File: config.mk
export PLATFORM = sky130hd
export DESIGN_NAME = time_code_frame_decoder
export DESIGN_NICKNAME = d
export VERILOG_FILES = /design/src/design/tcfd_pkg.sv /design/src/design/time_code_frame_decoder.sv /design/src/design/tcfd_ram.sv /design/src/design/tcfd_accum.sv
export VERILOG_INCLUDE_DIRS = /design/src /design/src/design
export SDC_FILE = /design/constraint.sdc
export NUM_CORES = 1
export LEC_CHECK = 0
export BUFFER_PORTS_ARGS = -buffer_cell sky130_fd_sc_hd__buf_2
export CAP_MARGIN = 20
export CORE_ASPECT_RATIO = 1.2
export CORE_MARGIN = 2
export CORE_UTILIZATION = 50
export DETAILED_ROUTE_END_ITERATION = 8
export GPL_ROUTABILITY_DRIVEN = 0
export MAX_ROUTING_LAYER = met4
export PLACE_DENSITY = 0.68
export SLEW_MARGIN = 20
export SYNTH_ARGS = -nofsm -noshare
export SYNTH_HDL_FRONTEND = slang
export SYNTH_HIERARCHICAL = 1
export SYNTH_SLANG_ARGS = --single-unit
File: constraint.sdc
create_clock -name clk -period 3.6 [get_ports clk]
set_clock_uncertainty 0.1 [all_clocks]
set_input_delay 0.36 -clock clk [delete_from_list [all_inputs] [get_ports clk]]
set_output_delay 0.36 -clock clk [all_outputs]
set_load 0.02 [all_outputs]
File: src/design/time_code_frame_decoder_macros.svh
// Assertion macros for the time-code frame decoder.
// Sampled on clk; the reset-qualified form depends on an rst_n in scope.
`ifndef TIME_CODE_FRAME_DECODER_MACROS_SVH
`define TIME_CODE_FRAME_DECODER_MACROS_SVH

`ifndef ASSERT_OFF
// Checked only out of reset
`define TCFD_ASSERT(lbl, prop) \
  lbl: assert property (@(posedge clk) disable iff (!rst_n) prop) \
    else $error("tcfd assertion failed");
// Checked at every edge, reset included
`define TCFD_ASSERT_ALWAYS(lbl, prop) \
  lbl: assert property (@(posedge clk) prop) \
    else $error("tcfd assertion failed");
`else
`define TCFD_ASSERT(lbl, prop)
`define TCFD_ASSERT_ALWAYS(lbl, prop)
`endif

`endif

File: src/design/tcfd_pkg.sv
// Shared types, symbol codes and the slot scan table of the time-code decoder.
// No dependencies.
package tcfd_pkg;

  // Received symbol codes
  localparam logic [1:0] SYM_UNKNOWN = 2'd0;
  localparam logic [1:0] SYM_LOW     = 2'd1;
  localparam logic [1:0] SYM_HIGH    = 2'd2;
  localparam logic [1:0] SYM_MARK    = 2'd3;

  // Field ids; 0..9 match the valid_mask bit order, F_MARK counts markers
  typedef enum logic [3:0] {
    F_MIN    = 4'd0,
    F_HOUR   = 4'd1,
    F_DAY    = 4'd2,
    F_HPAR   = 4'd3,
    F_MPAR   = 4'd4,
    F_SUMMER = 4'd5,
    F_YEAR   = 4'd6,
    F_WEEK   = 4'd7,
    F_LEAP   = 4'd8,
    F_STOP   = 4'd9,
    F_MARK   = 4'd10
  } field_t;

  localparam int FIELD_NUM = 11;
  localparam int MASK_W    = 10;
  localparam int ACC_W     = 9;
  localparam int TAB_LEN   = 53;
  localparam int IDX_W     = 6;

  typedef enum logic [2:0] {
    ST_IDLE,
    ST_REDUCE,
    ST_WRITE,
    ST_SCAN,
    ST_FLUSH,
    ST_DONE
  } state_t;

  // One scan step: which field, which slot, which weight
  typedef struct packed {
    field_t      field;
    logic [5:0]  slot;
    logic [7:0]  weight;
  } entry_t;

  // Control into the accumulator unit
  typedef struct packed {
    logic        clr;
    logic        en;
    field_t      field;
    logic [7:0]  weight;
    logic [1:0]  sym;
  } step_t;

  // Result word, declared high to low so the packed value is the tdata layout
  typedef struct packed {
    logic [2:0]  marker_count;
    logic [1:0]  parity_ok;
    logic [9:0]  valid_mask;
    logic [5:0]  stop_notice;
    logic [1:0]  leap_second;
    logic [1:0]  summer_time;
    logic [1:0]  parity_bits;
    logic [2:0]  weekday;
    logic [7:0]  year;
    logic [8:0]  day_of_year;
    logic [5:0]  hours;
    logic [6:0]  minutes;
  } result_t;

  // Scan order: every field slot with its weight, marker positions last
  function automatic entry_t tab_entry(input logic [IDX_W-1:0] idx);
    entry_t e;
    e = '{F_MARK, 6'd0, 8'd1};
    case (idx)
      6'd0:  e = '{F_MIN, 6'd1, 8'd40};
      6'd1:  e = '{F_MIN, 6'd2, 8'd20};
      6'd2:  e = '{F_MIN, 6'd3, 8'd10};
      6'd3:  e = '{F_MIN, 6'd5, 8'd8};
      6'd4:  e = '{F_MIN, 6'd6, 8'd4};
      6'd5:  e = '{F_MIN, 6'd7, 8'd2};
      6'd6:  e = '{F_MIN, 6'd8, 8'd1};
      6'd7:  e = '{F_HOUR, 6'd12, 8'd20};
      6'd8:  e = '{F_HOUR, 6'd13, 8'd10};
      6'd9:  e = '{F_HOUR, 6'd15, 8'd8};
      6'd10: e = '{F_HOUR, 6'd16, 8'd4};
      6'd11: e = '{F_HOUR, 6'd17, 8'd2};
      6'd12: e = '{F_HOUR, 6'd18, 8'd1};
      6'd13: e = '{F_DAY, 6'd22, 8'd200};
      6'd14: e = '{F_DAY, 6'd23, 8'd100};
      6'd15: e = '{F_DAY, 6'd25, 8'd80};
      6'd16: e = '{F_DAY, 6'd26, 8'd40};
      6'd17: e = '{F_DAY, 6'd27, 8'd20};
      6'd18: e = '{F_DAY, 6'd28, 8'd10};
      6'd19: e = '{F_DAY, 6'd30, 8'd8};
      6'd20: e = '{F_DAY, 6'd31, 8'd4};
      6'd21: e = '{F_DAY, 6'd32, 8'd2};
      6'd22: e = '{F_DAY, 6'd33, 8'd1};
      6'd23: e = '{F_HPAR, 6'd36, 8'd1};
      6'd24: e = '{F_MPAR, 6'd37, 8'd1};
      6'd25: e = '{F_SUMMER, 6'd38, 8'h02};
      6'd26: e = '{F_SUMMER, 6'd39, 8'h01};
      6'd27: e = '{F_YEAR, 6'd41, 8'd80};
      6'd28: e = '{F_YEAR, 6'd42, 8'd40};
      6'd29: e = '{F_YEAR, 6'd43, 8'd20};
      6'd30: e = '{F_YEAR, 6'd44, 8'd10};
      6'd31: e = '{F_YEAR, 6'd45, 8'd8};
      6'd32: e = '{F_YEAR, 6'd46, 8'd4};
      6'd33: e = '{F_YEAR, 6'd47, 8'd2};
      6'd34: e = '{F_YEAR, 6'd48, 8'd1};
      6'd35: e = '{F_WEEK, 6'd50, 8'd4};
      6'd36: e = '{F_WEEK, 6'd51, 8'd2};
      6'd37: e = '{F_WEEK, 6'd52, 8'd1};
      6'd38: e = '{F_LEAP, 6'd53, 8'h02};
      6'd39: e = '{F_LEAP, 6'd54, 8'h01};
      6'd40: e = '{F_STOP, 6'd50, 8'h20};
      6'd41: e = '{F_STOP, 6'd51, 8'h10};
      6'd42: e = '{F_STOP, 6'd52, 8'h08};
      6'd43: e = '{F_STOP, 6'd53, 8'h04};
      6'd44: e = '{F_STOP, 6'd54, 8'h02};
      6'd45: e = '{F_STOP, 6'd55, 8'h01};
      6'd46: e = '{F_MARK, 6'd0, 8'd1};
      6'd47: e = '{F_MARK, 6'd9, 8'd1};
      6'd48: e = '{F_MARK, 6'd19, 8'd1};
      6'd49: e = '{F_MARK, 6'd29, 8'd1};
      6'd50: e = '{F_MARK, 6'd39, 8'd1};
      6'd51: e = '{F_MARK, 6'd49, 8'd1};
      6'd52: e = '{F_MARK, 6'd59, 8'd1};
      default: e = '{F_MARK, 6'd0, 8'd1};
    endcase
    return e;
  endfunction

endpackage

File: src/design/time_code_frame_decoder.sv
// Channel | beat content                                  | handshake
// in_     | tuser: op; tdata: second, symbol              | in_tvalid / in_tready
// out_    | tdata: decoded frame fields (see port comment) | out_tvalid / out_tready
//
// A beat passes through the accept, the fold (up to four subtracts of the slot count),
// the write, a 53-step scan over the symbol RAM's single read port into one shared
// adder, a flush and a load.
// in_tready is high only when idle; a load waits while the output register is full and out_tready is low.
// Reset (rst_n, synchronous) clears the per-slot valid bits: every slot reads
// unknown. A clear command clears them the same way.
// Depends on tcfd_pkg, tcfd_ram, tcfd_accum and the assertion macro header.
`include "time_code_frame_decoder_macros.svh"

module time_code_frame_decoder #(
  parameter int SLOT_COUNT = 60
) (
  input  logic        clk,
  input  logic        rst_n,
  input  logic        in_tvalid,
  output logic        in_tready,
  input  logic        in_tuser,   // op
  input  logic [15:0] in_tdata,   // second[7:0], symbol[9:8], zero pad
  output logic        out_tvalid,
  input  logic        out_tready,
  // minutes[6:0], hours[12:7], day_of_year[21:13], year[29:22],
  // weekday[32:30], parity_bits[34:33], summer_time[36:35],
  // leap_second[38:37], stop_notice[44:39], valid_mask[54:45],
  // parity_ok[56:55], marker_count[59:57], zero pad
  output logic [63:0] out_tdata
);
  import tcfd_pkg::*;

  localparam int ADDR_W = $clog2(SLOT_COUNT);

  state_t            state_r, state_nxt;
  logic              op_r;
  logic [7:0]        slot_r;
  logic [1:0]        sym_r;
  logic [IDX_W-1:0]  idx_r;
  logic [SLOT_COUNT-1:0] valid_r;
  entry_t            cur_ent;
  entry_t            ent_r;
  logic              ent_vld_r;
  logic              proc_r;
  logic [1:0]        rd_data;
  step_t             step;
  result_t           res;
  result_t           out_res_r;
  logic              out_valid_r;

  logic              ctl_ready;
  logic              ctl_we;
  logic              ctl_vclr;
  logic              ctl_aclr;
  logic              ctl_issue;
  logic              ctl_load;

  logic [ADDR_W-1:0] waddr;
  logic [ADDR_W-1:0] raddr;

  assign cur_ent = tab_entry(idx_r);
  assign waddr   = slot_r[ADDR_W-1:0];
  assign raddr   = ADDR_W'(cur_ent.slot);

  // Next state
  always_comb begin
    state_nxt = state_r;
    case (state_r)
      ST_IDLE:   if (in_tvalid) state_nxt = ST_REDUCE;
      ST_REDUCE: if (slot_r < 8'(SLOT_COUNT)) state_nxt = ST_WRITE;
      ST_WRITE:  state_nxt = ST_SCAN;
      ST_SCAN:   if (idx_r == IDX_W'(TAB_LEN - 1)) state_nxt = ST_FLUSH;
      ST_FLUSH:  state_nxt = ST_DONE;
      ST_DONE:   if (!out_valid_r || out_tready) state_nxt = ST_IDLE;
      default:   state_nxt = ST_IDLE;
    endcase
  end

  // Sequencer outputs
  always_comb begin
    ctl_ready = 1'b0;
    ctl_we    = 1'b0;
    ctl_vclr  = 1'b0;
    ctl_aclr  = 1'b0;
    ctl_issue = 1'b0;
    ctl_load  = 1'b0;
    case (state_r)
      ST_IDLE: begin
        ctl_ready = 1'b1;
      end
      ST_WRITE: begin
        ctl_we   = !op_r;
        ctl_vclr = op_r;
        ctl_aclr = 1'b1;
      end
      ST_SCAN: begin
        ctl_issue = 1'b1;
      end
      ST_DONE: begin
        ctl_load = !out_valid_r || out_tready;
      end
      default: begin
        ctl_ready = 1'b0;
      end
    endcase
  end

  assign in_tready = ctl_ready;

  // Control registers
  always_ff @(posedge clk) begin
    if (!rst_n) begin
      state_r     <= ST_IDLE;
      valid_r     <= '0;
      proc_r      <= 1'b0;
      out_valid_r <= 1'b0;
    end else begin
      state_r <= state_nxt;
      proc_r  <= ctl_issue;
      if (ctl_vclr) begin
        valid_r <= '0;
      end else if (ctl_we) begin
        valid_r[waddr] <= 1'b1;
      end
      if (ctl_load) begin
        out_valid_r <= 1'b1;
      end else if (out_tready) begin
        out_valid_r <= 1'b0;
      end
    end
  end

  // Beat capture, slot folding, scan datapath and output load
  always_ff @(posedge clk) begin
    if (ctl_ready && in_tvalid) begin
      op_r   <= in_tuser;
      slot_r <= in_tdata[7:0];
      sym_r  <= in_tdata[9:8];
    end else if (state_r == ST_REDUCE && slot_r >= 8'(SLOT_COUNT)) begin
      slot_r <= slot_r - 8'(SLOT_COUNT);
    end
    if (ctl_aclr) begin
      idx_r <= '0;
    end else if (ctl_issue) begin
      idx_r <= idx_r + 1'b1;
    end
    if (ctl_issue) begin
      ent_r     <= cur_ent;
      ent_vld_r <= valid_r[raddr];
    end
    if (ctl_load) begin
      out_res_r <= res;
    end
  end

  tcfd_ram #(
    .WIDTH (2),
    .DEPTH (SLOT_COUNT)
  ) u_store (
    .clk   (clk),
    .we    (ctl_we),
    .waddr (waddr),
    .wdata (sym_r),
    .raddr (raddr),
    .rdata (rd_data)
  );

  // A slot never written since the last clear reads as unknown
  always_comb begin
    step.clr    = ctl_aclr;
    step.en     = proc_r;
    step.field  = ent_r.field;
    step.weight = ent_r.weight;
    step.sym    = ent_vld_r ? rd_data : SYM_UNKNOWN;
  end

  tcfd_accum u_accum (
    .clk  (clk),
    .step (step),
    .res  (res)
  );

  assign out_tvalid = out_valid_r;
  assign out_tdata  = {4'b0000, out_res_r};

  // Checks
  `TCFD_ASSERT(a_slot_folded, state_r == ST_WRITE |-> slot_r < 8'(SLOT_COUNT))
  `TCFD_ASSERT(a_clear_empties, (state_r == ST_WRITE && op_r) |=> valid_r == '0)
  `TCFD_ASSERT(a_proc_follows_scan, proc_r |-> $past(state_r) == ST_SCAN)
  `TCFD_ASSERT(a_load_from_done, $rose(out_valid_r) |-> $past(state_r) == ST_DONE)

endmodule

File: src/design/tcfd_ram.sv
// Generic single-write, single-read RAM with registered read data.
// No dependencies.
module tcfd_ram #(
  parameter int WIDTH = 2,
  parameter int DEPTH = 60
) (
  input  logic                     clk,
  input  logic                     we,
  input  logic [$clog2(DEPTH)-1:0] waddr,
  input  logic [WIDTH-1:0]         wdata,
  input  logic [$clog2(DEPTH)-1:0] raddr,
  output logic [WIDTH-1:0]         rdata
);

  logic [WIDTH-1:0] mem [DEPTH];

  always_ff @(posedge clk) begin
    if (we) begin
      mem[waddr] <= wdata;
    end
    rdata <= mem[raddr];
  end

endmodule

File: src/design/tcfd_accum.sv
// Shared weight adder and per-field accumulators of the time-code decoder.
// Depends on tcfd_pkg.
module tcfd_accum (
  input  logic             clk,
  input  tcfd_pkg::step_t  step,
  output tcfd_pkg::result_t res
);
  import tcfd_pkg::*;

  logic [ACC_W-1:0]  acc_r [FIELD_NUM];
  logic [MASK_W-1:0] fvalid_r;
  logic              hcnt_r;
  logic              mcnt_r;

  logic              hit;
  logic              bad;
  logic [ACC_W-1:0]  sum;

  // Shared adder: selected accumulator plus the weight of a hit
  always_comb begin
    if (step.field == F_MARK) begin
      hit = (step.sym == SYM_MARK);
    end else begin
      hit = (step.sym == SYM_HIGH);
    end
    bad = !((step.sym == SYM_HIGH) || (step.sym == SYM_LOW));
    sum = acc_r[step.field] + (hit ? {1'b0, step.weight} : '0);
  end

  // Accumulator update, cleared before each scan
  always_ff @(posedge clk) begin
    if (step.clr) begin
      for (int i = 0; i < FIELD_NUM; i++) begin
        acc_r[i] <= '0;
      end
      fvalid_r <= '1;
      hcnt_r   <= 1'b0;
      mcnt_r   <= 1'b0;
    end else if (step.en) begin
      acc_r[step.field] <= sum;
      if (step.field != F_MARK && bad) begin
        fvalid_r[step.field] <= 1'b0;
      end
      if (step.field == F_HOUR && step.sym == SYM_HIGH) begin
        hcnt_r <= ~hcnt_r;
      end
      if (step.field == F_MIN && step.sym == SYM_HIGH) begin
        mcnt_r <= ~mcnt_r;
      end
    end
  end

  // Result fields from the accumulators
  always_comb begin
    res.minutes      = acc_r[F_MIN][6:0];
    res.hours        = acc_r[F_HOUR][5:0];
    res.day_of_year  = acc_r[F_DAY][8:0];
    res.year         = acc_r[F_YEAR][7:0];
    res.weekday      = acc_r[F_WEEK][2:0];
    res.parity_bits  = {acc_r[F_HPAR][0], acc_r[F_MPAR][0]};
    res.summer_time  = acc_r[F_SUMMER][1:0];
    res.leap_second  = acc_r[F_LEAP][1:0];
    res.stop_notice  = acc_r[F_STOP][5:0];
    res.valid_mask   = fvalid_r;
    res.parity_ok    = {hcnt_r == acc_r[F_HPAR][0], mcnt_r == acc_r[F_MPAR][0]};
    res.marker_count = acc_r[F_MARK][2:0];
  end

endmodule

Word-level counts from Yosys, hierarchy flattened
Memory sizes are Yosys's and may differ from the RTL's. A register that Yosys moved wholly into a read port is not among the register bits.
Cells that the tools add are included.
W data, S select, Z words.
- bitwise logic cells: 6
- equal/unequal tests: 18
- mux-type cells: 37
- reductions and logical operators: 22
- $add $sub $neg: 3
- magnitude comparators: 7
- operators with widths (operator ; count):
    $or A60 B60 Y60 ; 1
    $mux W8 ; 3
    $mux W1 ; 20
    $pmux W3 S6 ; 1
    $lt A6 B7 Y1 const B ; 2
    $mux W3 ; 4
    $mux W6 ; 2
    $and A10 B10 Y10 ; 1
    $not A10 Y10 ; 1
    $add A9 B9 Y9 ; 1
    $mux W9 ; 1
    $reduce_or A9 Y1 ; 1
    $ge A8 B6 Y1 const B ; 1
    $lt A8 B6 Y1 const B ; 1
    $mux W4 ; 2
    $ne A2 B2 Y1 const B ; 4
    $sub A8 B6 Y8 const B ; 1
    $logic_and A1 B1 Y1 ; 7
    $add A6 B1 Y6 const B ; 1
    $bmux W1 S6 ; 1
    $demux W1 S6 ; 1
    $eq A3 B2 Y1 const B ; 2
    $eq A3 B3 Y1 const B ; 2
    $eq A6 B6 Y1 const B ; 1
    21 further kinds ; 31
- output and inout bits: 66
- bits in writable memories: 219
- bits in registers: 121
- memories: 3
- memory bits (read-only): 1152
- word-level logic and storage cells: 113
- bits of input ports: 21
- memory list (name ; depth ; bits a word ; read ports ; clocked after Yosys merged registers in ; wr ports ; RTL line ; RTL):
    (no name shown) ; 64 ; 18 ; 1 ; 1 ; 0 ; tcfd_pkg.sv:77 ; case (idx)
    u_store.mem ; 60 ; 2 ; 1 ; 1 ; 1 ; tcfd_ram.sv:15 ; logic [WIDTH-1:0] mem [DEPTH];
    u_accum.acc_r ; 11 ; 9 ; 12 ; 10 ; 11 ; tcfd_accum.sv:10 ; logic [ACC_W-1:0] acc_r [FIELD_NUM];

Longest topological paths before layout
- word-level depth: 6
- gate-level depth with buffers: 13
- depth with buffers taken out: 12

Hierarchy
Netlist, hierarchy kept.
- modules (own cells, without submodules) (module ; area an instance (um^2) ; times used ; cells an instance ; sequential area each (um^2)):
    time_code_frame_decoder ; 7646.1 ; 1 ; 677 ; 4304.1
    tcfd_accum ; 7410.9 ; 1 ; 521 ; 4474.3
    tcfd_ram ; 5093.6 ; 1 ; 291 ; 3643.5

Worst setup path before layout
Ideal clock, no wire load.
- kind: reg-to-reg
- start point: reg state_r[0]
- end point: reg out_tdata[0] (netlist name)
- setup time: 478 ps
- cell stages (with the launch flop): 5
- clock period less this slack: 3933 ps
- buffers on the path: 2
- required time: 3022 ps
- arrival: 3355 ps
- slack: -333 ps
- cells stage by stage: dfxtp_1 -> buf_4 -> clkbuf_1 -> nand3b_1 -> nor2_1
- cells in the longest elaborated chain, start to end: 2
- ends and longest elaborated chain (element ; RTL line ; RTL):
    start: declaration ; time_code_frame_decoder.sv:35 ; state_t state_r, state_nxt;
    start signal: assignment ; time_code_frame_decoder.sv:118 ; state_r <= state_nxt;
    $eq A3 B3 Y1 ; time_code_frame_decoder.sv:87 ; case (state_r)
    $mux W1 ; time_code_frame_decoder.sv:87 ;
    via ctl_load ; time_code_frame_decoder.sv:56 ; logic ctl_load;
The timed path passes the listed nets, and every way through them passes these cells.
A chain may end at the register's enable or synchronous reset.

==> run_results.csv <==
group,metric,value,unit
outcome,status,"complete, but fails checks",
outcome,violations,"setup timing",
global_routing,antenna_found_initial,0,
logic_synthesis,synth_edf_count,339,
die,rows,80,
detailed_routing,drt_drc_violations_left,0,
critical_path,crit_required,3.77,ns
die,fp.dieArea,41900,sq um
cells_and_area,diodes,0,
logic_synthesis,synth_top_area_cell,"edfxtp_1",
min_path,hp-class,"in -> reg",
clock_network,htree_levels,2,
cells_and_area,layout_common_cells,"339 x edfxtp_1, 201 x nor2_1, 110 x dfxtp_1",
cells_and_area,nNetsFinal,1632,
logic_synthesis,ys_async_sr_fraction,0,%
clock_network,clkTransAtPathRegs,0.06,ns
detailed_routing,drtIter0Drc,984,
timing,grt_setup_unrepaired,"true",
logic_synthesis,synth_top_area_share,50.5,%
die,initial_utilization,50.7,%
power,power.leakage,0.00791,uW
min_path,hold_end,"slot_r[1]$_DFFE_PP_",
power,p_per_area,581,nW/um^2
timing,drv_slew,0,
clock_network,cts.sinks,451,
critical_path,crit_arrival,3.79,ns
timing,worstMarginPinSlew,0.978,ns
die,core,39700,sq um
timing,finalHoldViolCount,0,
critical_path,r2r_slack,-0.01,ns
logic_synthesis,synth-seq-area-share,61.6,%
timing,period_share,100,%
detailed_routing,vias,12600,
place,hpwl,29600,um
cells_and_area,syn2layout_area_growth,13.1,%
min_path,min_path_cells,2,
clock_network,numCtsBuffers,44,
logic_synthesis,syn-instance-count,1489,
critical_path,start_kind,"flip-flop",
power,total_power,13200,uW
detailed_routing,avgRoutedWirePerCell,20.9,um
logic_synthesis,yosys_warnings,6,
global_routing,overflow,0,
critical_path,r2r_start,"ent_r[14]$_DFFE_PN_",
logic_synthesis,ys_top_cells_by_area,"edfxtp_1 51%, dfxtp_1 11%, mux4_2 6.0%, mux4_1 5.0%, nor2_1 3.8%",
die,die_w,187,um
timing,max_clock_freq,277,MHz
place,numPortBuffers,76,
global_routing,grt_pass1_vias,12700,
cells_and_area,seq_area,12400,sq um
cells_and_area,post-route-util,57.4,%
die,io_pins,87,
logic_synthesis,synth_ff_type,"edfxtp_1",
detailed_routing,drt-vias-per-instance,5.87,
clock_network,clock_insertion_delay_worst_skew,0.57,ns
cells_and_area,multi_input_area,6850,sq um
logic_synthesis,synth_cell_type_count,91,
detailed_routing,detail-route-antenna-nets,0,
power,vdd_ir_drop_max,0.512,mV
global_routing,grt.total_usage,22.3,%
critical_path,end_kind,"flip-flop",
min_path,hp-start,"in_tdata[1]",
timing,setup_viol,2,
timing,setup_ws,-0.0147,ns
critical_path,critical_path_class,"reg -> reg",
die,fp.dieH,224,um
run,maxCapViolCount,0,
detailed_routing,dr.pass1.iters,5,
logic_synthesis,syn_area_per_cell,13.5,sq um
timing,finalCriticalPeriod,3.61,ns
clock_network,cts_tree,"built",
cells_and_area,nFillCells,3174,
timing,slew_headroom,34.6,%
clock_network,clockRootBuffer,"clkbuf_16",
clock_network,clock_path_buffers,3,
logic_synthesis,ys_ff_latch,451,
timing,hold_ws,0.0412,ns
detailed_routing,wl,45000,um
global_routing,grt_max_degree,61,
cells_and_area,final_common_cell,"edfxtp_1",
critical_path,cp_max_fo,13,
critical_path,r2r_cells,11,
logic_synthesis,syn_area,20200,sq um
critical_path,worstReg2RegEnd,"u_accum/acc_r[13][8]$_DFFE_PP_",
cells_and_area,drive_gt1_share,21.8,%
global_routing,grt_pass1_wl,70600,um
==> per-layer routing <==
metal,wire (um),GRT usage [%]
met1,17000,25.6
met4,1220,6.63
met3,2490,3.13
met2,24200,40.4
met5,0,-
==> flip-flops by register name, indices dropped and copies added, names as in the netlist, 8 cells and up <==
name,flops
u_accum/fvalid_r,10
valid_r,60
slot_r,8
out_tdata,60
cur_ent,18
ent_r,12
u_accum/acc_r,144
u_store/mem,120
==> layout make-up <==
cell class / count / share of cell area, %
Sequential cell: 451 / 54.5
Clock inverter: 22 / 1.12
Multi-Input combinational cell: 880 / 30.1
Tap cell: 533 / 2.93
Clock buffer: 59 / 5.21
Inverter: 25 / 0.423
Timing Repair Buffer: 183 / 5.77
==> logic make-up after synthesis <==
kind of cell,Yosys count,share of synthesized area [%]
other,1,0.0186
multiplexers,117,12.3
AO/OA/AOI/OAI,231,7.35
adder cells (fa/ha/maj),26,1.65
buffers and inverters,161,4.67
AND/OR/NAND/NOR,487,11.7
XOR/XNOR,15,0.652
flip-flops,451,61.6
==> synthesized netlist by cell type, types with 25 or more instances <==
cell type	number
nand2b_1	25
edfxtp_1	339
clkbuf_1	36
o21ai_0	36
a21oi_1	89
nand2_1	66
nor3_1	55
ha_1	25
mux4_2	54
buf_4	51
dfxtp_1	112
nor2_1	206
nand3_1	36
buf_2	27
mux4_1	38
==> critical path, stage by stage, from the launching register on <==
cell and delay [ns]:
edfxtp_1 0.37, buf_12 0.19, mux4_2 0.55, mux4_2 0.51, ha_4 0.19, fa_2 0.38
a211oi_4 0.26, nor3_1 0.08, a211oi_2 0.18, xor2_1 0.26, buf_4 0.20, nor2_2 0.07
==> report_power, final <==
group | switching, uW | internal, uW
clock | 1910 | 2690
combinational | 1460 | 1040
sequential | 253 | 5890
==> stage by stage <==
stage                     TNS [ns]  std cells  setup WS [ns]  area (sq um)
after global routing         -2.25       2153         -0.113         22800
after floorplan                  0       1492        0.00440         20200
after detailed placement     -2.95       2049         -0.143         21100
after global placement       -2.40       2049         -0.154         21100
final                      -0.0293       2153        -0.0147         22800
after CTS                   -0.207       2147        -0.0512         22700
==> worst max path at each step <==
stage                                   start                             end  depth (start not counted)
after CTS                 ent_r[14]$_DFFE_PN_  u_accum/acc_r[13][8]$_DFFE_PP_                         11
after global placement    ent_r[14]$_DFFE_PN_  u_accum/acc_r[14][8]$_DFFE_PP_                         11
after floorplan           ent_r[14]$_DFFE_PN_  u_accum/acc_r[11][6]$_DFFE_PP_                         12
after detailed placement  ent_r[14]$_DFFE_PN_  u_accum/acc_r[13][8]$_DFFE_PP_                         11
final                     ent_r[14]$_DFFE_PN_  u_accum/acc_r[13][8]$_DFFE_PP_                         11
after global routing      ent_r[14]$_DFFE_PN_  u_accum/acc_r[13][8]$_DFFE_PP_                         11
==> timing repair <==
action                                  4_1_cts  5_1_grt
hold endpoints to repair                     11        0
setup buffers                                 6        5
cloned                                        0        1
endpoints found under the setup margin       37       65
gates resized for setup                       8        9
pin swaps                                     4        2
hold buffers                                 11        0
Power figures use the tool's default switching activity.
